`src/rtl/core/cps_pkg.sv`:
```
package cps_pkg;

	localparam logic [3:0] FN_LEFT       = 4'd0;
	localparam logic [3:0] FN_RIGHT      = 4'd1;
	localparam logic [3:0] FN_FWD        = 4'd2;
	localparam logic [3:0] FN_BACK       = 4'd3;
	localparam logic [3:0] FN_UP         = 4'd4;
	localparam logic [3:0] FN_DOWN       = 4'd5;
	localparam logic [3:0] FN_ROLL_PLUS  = 4'd8;
	localparam logic [3:0] FN_ROLL_MINUS = 4'd9;
	localparam logic [3:0] FN_FWD_STEP   = 4'd10;
	localparam logic [3:0] FN_RIGHT_STEP = 4'd11;
	localparam logic [3:0] FN_TURN       = 4'd12;
	localparam logic [3:0] FN_TURN_FOCUS = 4'd13;

	localparam logic [0:0] REG_FIXED_STEP = 1'b0;
	localparam logic [0:0] REG_ROLL_STEP  = 1'b1;

	localparam logic [30:0] FIXED_STEP_RST = 31'd13107;
	localparam logic [30:0] ROLL_STEP_RST  = 31'd327680;
	localparam logic signed [31:0] EYE_Y_RST = 32'sd6553600;
	localparam logic signed [31:0] EYE_Z_RST = 32'sd6553600;

	typedef logic signed [32:0] diff_t;
	typedef logic signed [33:0] move_t;

	typedef struct packed {
		logic [30:0] fixed_step;
		logic [30:0] roll_step;
	} cps_cfg_t;

	typedef struct packed {
		logic               start;
		diff_t              v0;
		diff_t              v1;
		diff_t              v2;
		logic signed [31:0] scale;
	} cps_norm_req_t;

	typedef struct packed {
		logic  done;
		move_t mv0;
		move_t mv1;
		move_t mv2;
	} cps_norm_rsp_t;

	function automatic logic signed [31:0] sat32(input logic signed [34:0] v);
		if (v > 35'sd2147483647) begin
			return 32'sh7fffffff;
		end else if (v < -35'sd2147483648) begin
			return 32'sh80000000;
		end else begin
			return v[31:0];
		end
	endfunction

endpackage

```
`src/rtl/core/cps_norm.sv`:
```
module cps_norm (
	input  logic                   clk,
	input  logic                   arst_n,
	input  cps_pkg::cps_norm_req_t req,
	output cps_pkg::cps_norm_rsp_t rsp
);
	import cps_pkg::*;

	typedef enum logic [7:0] {
		NS_IDLE  = 8'b00000001,
		NS_SHIFT = 8'b00000010,
		NS_SQ    = 8'b00000100,
		NS_ACC   = 8'b00001000,
		NS_SQRT  = 8'b00010000,
		NS_DINIT = 8'b00100000,
		NS_DIV   = 8'b01000000,
		NS_MUL   = 8'b10000000
	} norm_state_t;

	norm_state_t state_q;
	logic [2:0][32:0] mag_q;
	logic [2:0] neg_q;
	logic signed [31:0] scale_q;
	logic [61:0] acc_q;
	logic [61:0] res_q;
	logic [61:0] bit_q;
	logic [30:0] len_q;
	logic [1:0] idx_q;
	logic [4:0] cnt_q;
	logic [46:0] num_q;
	logic [30:0] rem_q;
	logic [16:0] quo_q;
	logic signed [63:0] prod_q;
	logic rnd_q;
	move_t [2:0] mv_q;
	logic done_q;

	logic all_small, any_big, all_zero;
	logic signed [31:0] mul_a, mul_b;
	logic [61:0] sq_t;
	logic [31:0] div_t;
	logic [63:0] prod_mag;
	logic [47:0] rnd_mag;
	logic [46:0] num_init;

	assign all_small = (mag_q[0][32:29] == '0) && (mag_q[1][32:29] == '0)
		&& (mag_q[2][32:29] == '0);
	assign any_big   = (mag_q[0][32:30] != '0) || (mag_q[1][32:30] != '0)
		|| (mag_q[2][32:30] != '0);
	assign all_zero  = (mag_q[0] == '0) && (mag_q[1] == '0) && (mag_q[2] == '0);
	assign sq_t      = res_q + bit_q;
	assign div_t     = {rem_q, num_q[16]};
	assign num_init  = {1'b0, mag_q[idx_q][29:0], 16'd0} + {17'd0, len_q[30:1]};
	assign prod_mag  = prod_q[63] ? 64'(-prod_q) : 64'(prod_q);
	assign rnd_mag   = 48'((prod_mag + 64'd32768) >> 16);

	// one multiplier serves both the squares and the step scaling
	always_comb begin
		if (state_q == NS_SQ) begin
			mul_a = {2'b0, mag_q[idx_q][29:0]};
			mul_b = {2'b0, mag_q[idx_q][29:0]};
		end else begin
			mul_a = neg_q[idx_q] ? -{15'd0, quo_q} : {15'd0, quo_q};
			mul_b = scale_q;
		end
	end

	always_ff @(posedge clk or negedge arst_n) begin
		if (!arst_n) begin
			state_q <= NS_IDLE;
			done_q  <= 1'b0;
			rnd_q   <= 1'b0;
		end else begin
			done_q <= 1'b0;
			case (state_q)
				NS_IDLE: begin
					if (req.start) begin
						mag_q[0] <= req.v0[32] ? 33'(-req.v0) : 33'(req.v0);
						mag_q[1] <= req.v1[32] ? 33'(-req.v1) : 33'(req.v1);
						mag_q[2] <= req.v2[32] ? 33'(-req.v2) : 33'(req.v2);
						neg_q    <= {req.v2[32], req.v1[32], req.v0[32]};
						scale_q  <= req.scale;
						mv_q     <= '0;
						state_q  <= NS_SHIFT;
					end
				end
				NS_SHIFT: begin
					if (all_zero) begin
						done_q  <= 1'b1;
						state_q <= NS_IDLE;
					end else if (all_small) begin
						mag_q[0] <= {mag_q[0][31:0], 1'b0};
						mag_q[1] <= {mag_q[1][31:0], 1'b0};
						mag_q[2] <= {mag_q[2][31:0], 1'b0};
					end else if (any_big) begin
						mag_q[0] <= mag_q[0] >> 1;
						mag_q[1] <= mag_q[1] >> 1;
						mag_q[2] <= mag_q[2] >> 1;
					end else begin
						acc_q   <= '0;
						idx_q   <= '0;
						state_q <= NS_SQ;
					end
				end
				NS_SQ: begin
					prod_q  <= mul_a * mul_b;
					state_q <= NS_ACC;
				end
				NS_ACC: begin
					acc_q <= acc_q + prod_q[61:0];
					if (idx_q == 2'd2) begin
						res_q   <= '0;
						bit_q   <= 62'd1 << 60;
						state_q <= NS_SQRT;
					end else begin
						idx_q   <= idx_q + 2'd1;
						state_q <= NS_SQ;
					end
				end
				NS_SQRT: begin
					if (acc_q >= sq_t) begin
						acc_q <= acc_q - sq_t;
						res_q <= (res_q >> 1) + bit_q;
						if (bit_q[0]) len_q <= res_q[31:1] + bit_q[30:0];
					end else begin
						res_q <= res_q >> 1;
						if (bit_q[0]) len_q <= res_q[31:1];
					end
					bit_q <= bit_q >> 2;
					if (bit_q[0]) begin
						idx_q   <= '0;
						state_q <= NS_DINIT;
					end
				end
				NS_DINIT: begin
					num_q   <= num_init;
					rem_q   <= {1'b0, num_init[46:17]};
					cnt_q   <= '0;
					state_q <= NS_DIV;
				end
				NS_DIV: begin
					if (div_t >= {1'b0, len_q}) begin
						rem_q <= 31'(div_t - {1'b0, len_q});
						quo_q <= {quo_q[15:0], 1'b1};
					end else begin
						rem_q <= div_t[30:0];
						quo_q <= {quo_q[15:0], 1'b0};
					end
					num_q <= {num_q[45:0], 1'b0};
					cnt_q <= cnt_q + 5'd1;
					if (cnt_q == 5'd16) begin
						rnd_q   <= 1'b0;
						state_q <= NS_MUL;
					end
				end
				NS_MUL: begin
					// forms the product into prod_q first, then rounds it once rnd_q is set
					if (!rnd_q) begin
						prod_q <= mul_a * mul_b;
						rnd_q  <= 1'b1;
					end else begin
						mv_q[idx_q] <= prod_q[63] ? -$signed({1'b0, rnd_mag[32:0]})
							: $signed({1'b0, rnd_mag[32:0]});
						if (idx_q == 2'd2) begin
							done_q  <= 1'b1;
							state_q <= NS_IDLE;
						end else begin
							idx_q   <= idx_q + 2'd1;
							state_q <= NS_DINIT;
						end
					end
				end
				default: state_q <= NS_IDLE;
			endcase
		end
	end

	assign rsp.done = done_q;
	assign rsp.mv0  = mv_q[0];
	assign rsp.mv1  = mv_q[1];
	assign rsp.mv2  = mv_q[2];
endmodule

```
`config.mk`:
```
export PLATFORM = sky130hd
export DESIGN_NAME = cps_norm
export DESIGN_NICKNAME = d
export VERILOG_FILES = /design/src/rtl/core/cps_pkg.sv /design/src/rtl/core/cps_norm.sv
export SDC_FILE = /design/constraint.sdc
export NUM_CORES = 2
export LEC_CHECK = 0
export ABC_AREA = 1
export BUFFER_PORTS_ARGS = -buffer_cell sky130_fd_sc_hd__buf_2
export CORE_UTILIZATION = 45
export CTS_CLUSTER_SIZE = 28
export DETAILED_ROUTE_END_ITERATION = 16
export PLACE_DENSITY = 0.67
export SLEW_MARGIN = 10
export SYNTH_ARGS = -nofsm -noshare
export SYNTH_HDL_FRONTEND = slang
export SYNTH_SLANG_ARGS = --single-unit
```
`constraint.sdc`:
```
create_clock -name clk -period 13.92 [get_ports clk]
set_input_delay 4.176 -clock clk [delete_from_list [all_inputs] [get_ports clk]]
set_output_delay 4.176 -clock clk [all_outputs]
set_load 0.02 [all_outputs]
```
======== Word level (Yosys, flattened, before mapping) ========
Cells that the tools add are included.
operators by class
  reductions and logical operators ........ 36
  multiplexer cells ....................... 66
  add/subtract/negate cells ............... 16
  shift operators ......................... 0
  equality and inequality tests ........... 23
  multiply operators ...................... 1
  order comparisons ....................... 4
  bitwise logic cells ..................... 0
  divide/modulo/power cells ............... 0
operator list
  kind                                     number
  two-way mux 62 bit                       7
  two-way mux 99 bit                       4
  one-hot mux 62 bit (2 select lines)      2
  two-way mux 102 bit                      2
  one-hot mux 102 bit (2 select lines)     1
  one-hot mux 99 bit (2 select lines)      1
  one-hot mux 62 bit (3 select lines)      1
  one-hot mux 64 bit (2 select lines)      1
  adder 62 bit                             2
  two-way mux 31 bit                       4
  bitwise mux 102 bit                      1
  zero test 33 bit                         3
  two-way mux 33 bit                       3
  negator 33 bit                           3
  two-way mux 32 bit                       3
  demux 34 bit (select 2 bit)              1
  two-way mux 34 bit                       2
  binary-select mux 33 bit (select 2 bit)  1
  multiplier 32 x 32 -> 64 bit             1
  two-way mux 64 bit                       1
  one-hot mux 8 bit (8 select lines)       1
  adder 61 x 62 -> 62 bit                  1
  >= comparator 62 bit                     1
  one-hot mux 31 bit (2 select lines)      1
  other kinds (49)                         98
word-level totals
  word-level logic and storage cells ...... 167
  bits in latches ......................... 0
  bits in writable memories ............... 0
  bits in read-only memories .............. 0
  register bits ........................... 599
  memories ................................ 0
  output and inout bits ................... 103
  bits of input ports ..................... 134

======== Depth between registers and ports, before layout ========
  word-level depth ........................ 8
  depth in mapped cells ................... 45
  depth with buffers taken out ............ 45

======== Least setup slack after synthesis ========
Ideal clock, no wire load.
  path kind ............................... input -> register
  start point ............................. input port req[131] in the netlist's numbering
  end point ............................... register mag_q[0] in the netlist's numbering, enable pin
  required time ........................... 13217 ps
  stages .................................. 4
  arrival time ............................ 11624 ps
  slack ................................... 1592 ps
  path buffers ............................ 0
  setup time .............................. 703 ps
  cell sequence ........................... nor2_1 -> inv_1 -> nand2_1 -> a211oi_1
between the ends
  cells in the longest elaborated chain, start to end .. 2
ends and longest elaborated chain
  what                             RTL line        RTL
  start: declaration               cps_norm.sv:4   input cps_pkg::cps_norm_req_t req,
  inequality test 2 bit (no line)  n/a
  AND reduction 5 bit (no line)    n/a
  end: declaration                 cps_norm.sv:21  logic [2:0][32:0] mag_q;
Every way passes these cells.
A chain may end at the register's enable or synchronous reset.

======== Worst setup path after layout ========
  start point ............................. register idx_q[0]
  end point ............................... register prod_q[50] (data pin)
between the ends
  cells in the longest elaborated chain, start to end .. 7
  elaborated cells between the ends (all ways) .. 10
  classes of those cells .................. mul (1); mux (9)
ends and longest elaborated chain
  what                                     RTL line                          RTL
  start: declaration                       cps_norm.sv:28                    logic [1:0] idx_q;
  start signal: assignment                 cps_norm.sv:116                   idx_q <= idx_q + 2'd1;
  start signal: assignment                 cps_norm.sv:168                   idx_q <= idx_q + 2'd1;
  binary-select mux 1 bit (select 2 bit)   cps_norm.sv:63                    mul_a = neg_q[idx_q] ? -{15'd0, quo_q} : {15'd0, quo_q};
  two-way mux 1 bit (not written as such)  cps_norm.sv:63
  two-way mux 32 bit                       cps_norm.sv:63
  two-way mux 32 bit                       cps_norm.sv:59                    if (state_q == NS_SQ) begin
  multiplier 32 x 32 -> 64 bit *           cps_norm.sv:106, cps_norm.sv:159
  two-way mux 64 bit                       cps_norm.sv:158                   if (!rnd_q) begin
  one-hot mux 64 bit (2 select lines) *    cps_norm.sv:75                    case (state_q)
  end signal: assignment                   cps_norm.sv:106                   prod_q <= mul_a * mul_b;
  end signal: assignment                   cps_norm.sv:159                   prod_q <= mul_a * mul_b;
  end: declaration                         cps_norm.sv:33                    logic signed [63:0] prod_q;
Mark *: on every way between the ends. The rest lies on a longest branch, timed or not. The select of a mux whose other input is x is not followed.

==> results.json <==
{
  "synth-seq-cells": 567,
  "htree_levels": 3,
  "initial_core_util": 0.452,
  "fin_crit_sh": 0.814,
  "first_pass_iters": 6,
  "worst_ep_required_time_ns": 14.36,
  "dp_hpwl_mm": 244,
  "postLayoutCellArea_um2": 87800,
  "numCtsBuffers": 70,
  "io_pins": 237,
  "slew_viol_final": 0,
  "critPathKind": "register to register",
  "area_growth_pct": 7.52,
  "maxCapViolCount": 0,
  "nets": 12200,
  "root_buffer": "clkbuf_16",
  "start_kind": "register",
  "syn_area_um2": 81700,
  "hp-class": "register to register",
  "viasPerCell": 5.64,
  "gr-usage-all-layers": 0.327,
  "fmax_ghz": 0.0882,
  "ys_warn_count": 0,
  "relSlewSlack": 0.162,
  "synth-main-ff-cell": "edfxtp_1",
  "cts_resized": 0,
  "cts-hold-fix-buffers": 0,
  "dpl_cell_area_um2": 85600,
  "gp_congestion": 1.03,
  "cts_tree": "built",
  "netlist_instances": 10400,
  "path_common_cell": "inv_1",
  "dieWidth_um": 428,
  "synthArstFlopShare": 0.0176,
  "synth_nets": 12100,
  "clock_skew_ns": 0.0600,
  "ys_types": 69,
  "cp.arrival_ns": 11.77,
  "drtIter0Drc": 7803,
  "rsz0062_at_grt": "false",
  "cts_sinks": 567,
  "max_stage_delay_ns": 0.87,
  "fp.dieH_um": 428,
  "clock_latency_ns": 0.74,
  "ys_seq_area_frac": 0.208,
  "drive_gt1_frac": 0.0634,
  "synth_edf_count": 557,
  "crit_fanout": 26,
  "row_count": 156,
  "clk_path_buf_depth": 3,
  "postSynthAreaPerCell_um2": 7.82,
  "antenna_found_initial": 3,
  "grt_max_degree": 87,
  "final_antenna_net_count": 0,
  "seq_area_um2": 17000,
  "period_needed_ns": 11.33,
  "clkTransAtPathRegs_ns": 0.06,
  "dieArea_um2": 183000,
  "tns_ns": 0,
  "drt-total-wl_mm": 300,
  "crit_slowest_cell": "inv_1",
  "wl_per_cell_um": 23.1,
  "postCtsSetupRepairBufs": 0,
  "grt_pass1_wl_mm": 454,
  "core_area_um2": 181000,
  "hold_viol": 0,
  "first_global_vias": 73700,
  "outcome": "completed",
  "overflow": 0,
  "endpoint_kind": "register",
  "tightest_slew_ns": 1.25,
  "finalSetupViolations": 0,
  "vias": 73200,
  "num-fill-cells": 17700,
  "drc": 0,
  "port_buffers": 236,
  "multi_input_area_um2": 55800
}
worst max-delay path: cells and delay by family, from the launching register on:
kind,cells,cell delay (ns)
AND/OR/NAND/NOR,4,1.57
buffers and inverters,11,1.87
XOR/XNOR,1,0.11
adder cells (fa/ha/maj),9,4.33
flip-flops,1,0.73
AO/OA/AOI/OAI,9,2.46
stage by stage:
step | utilization | instances | hold slack (ns) | setup slack (ns)
2_1_floorplan | - | 10400 | 0.467 | 1.59
3_3_place_gp | 0.474 | 12900 | 0.477 | 2.72
3_5_place_dp | 0.474 | 12900 | 0.504 | 2.83
4_1_cts | 0.487 | 13000 | 0.511 | 2.85
5_1_grt | 0.487 | 13000 | 0.536 | 2.19
6_report | 0.487 | 13000 | 0.505 | 2.59
cells by family (layout without fill, tap and decap cells):
family / count (synthesis) / after routing / synth area share
XOR/XNOR: 293 / 293 / 0.0315
AO/OA/AOI/OAI: 1571 / 1571 / 0.109
buffers and inverters: 2416 / 2580 / 0.112
AND/OR/NAND/NOR: 4085 / 4085 / 0.209
flip-flops: 567 / 567 / 0.208
adder cells (fa/ha/maj): 1514 / 1514 / 0.332
other: 0 / 1 / 0
area by class of cell:
type                       instances  area share
antenna                            1   0.0000285
clock buffer                      81      0.0207
clock inverter                    42     0.00470
inverter                        2123      0.0907
multi-input combinational       7463       0.635
sequential                       567       0.193
tap                             2370      0.0338
timing repair buffer             334      0.0218
cells in the final DEF (no fill, tap or decap), types with 27 or more instances in the layout:
| cell | n |
|---|---|
| inv_1 | 2082 |
| nand2_1 | 1944 |
| nor2_1 | 1336 |
| fa_1 | 1086 |
| a21oi_1 | 583 |
| edfxtp_1 | 557 |
| o21ai_0 | 545 |
| ha_1 | 426 |
| nand3_1 | 360 |
| buf_2 | 236 |
| xor2_1 | 169 |
| xnor2_1 | 123 |
| buf_4 | 98 |
| nor3_1 | 90 |
| nand4_1 | 89 |
| o221ai_1 | 88 |
| clkbuf_16 | 71 |
| a31oi_1 | 67 |
| or2_2 | 60 |
| o21ai_1 | 52 |
| o21a_1 | 48 |
| nand2_2 | 47 |
| nor4_1 | 39 |
| o211ai_1 | 31 |
| nand3b_1 | 27 |
| inv_2 | 27 |
synthesized netlist by cell type (13+ instances only):
cell type,n,area share
buf_1,16,0.00074
clkbuf_1,239,0.011
buf_2,36,0.0022
a21boi_0,13,0.0012
a31oi_1,67,0.0051
inv_1,2082,0.096
inv_2,27,0.0012
fa_1,1086,0.27
ha_1,428,0.066
nand2_1,1947,0.089
xor2_1,169,0.018
nand3_1,362,0.022
or2_2,60,0.0046
nor4_1,41,0.0031
o21bai_1,24,0.0022
o221ai_1,88,0.0094
nor2_2,22,0.0017
xnor2_1,123,0.013
nand3b_1,27,0.0025
nor2_1,1340,0.062
o211ai_1,31,0.0028
nor3_1,93,0.0057
o21a_1,48,0.0044
o22ai_1,23,0.0018
a21oi_1,591,0.036
a21o_1,19,0.0017
o21ai_1,51,0.0031
o21ai_0,550,0.034
edfxtp_1,557,0.20
nand2_2,44,0.0034
clkinv_1,14,0.00064
nand4_1,89,0.0068
flip-flops by register name (all words and copies together), names as in the netlist, 17 cells and up:
register	cells
acc_q	62
bit_q	31
len_q	31
mag_q	99
num_q	17
prod_q	63
quo_q	17
rem_q	31
res_q	62
rsp	102
scale_q	32
layer usage:
layer | vias up | share of wire | wire length (um) | GRT usage
met1 | 35400 | 0.40 | 119000 | 0.424
met5 | - | 0 | 0 | 0
met2 | 3761 | 0.45 | 134000 | 0.519
met3 | 841 | 0.090 | 27000 | 0.0570
met4 | 0 | 0.067 | 20100 | 0.179
li1 | 33200 | - | - | -
worst paths after layout:
| check | start | endpoint | slack (ns) | cells past startpoint |
|---|---|---|---|---|
| worst max-delay path | idx_q[0] | prod_q[50] | 2.59 | 34 |
| worst min-delay path | quo_q[10] | quo_q[11] | 0.51 | 0 |
| worst max register to register | idx_q[0] | prod_q[50] | 2.59 | 34 |
| worst min register to register | quo_q[10] | quo_q[11] | 0.51 | 0 |
| max in group asynchronous | arst_n | state_q[0] | 10.22 | 1 |
| min in group asynchronous | arst_n | state_q[1] | 3.35 | 1 |
Power is not shown: default switching activity piles up to over one toggle a cycle in this logic, so the estimate is an artifact.
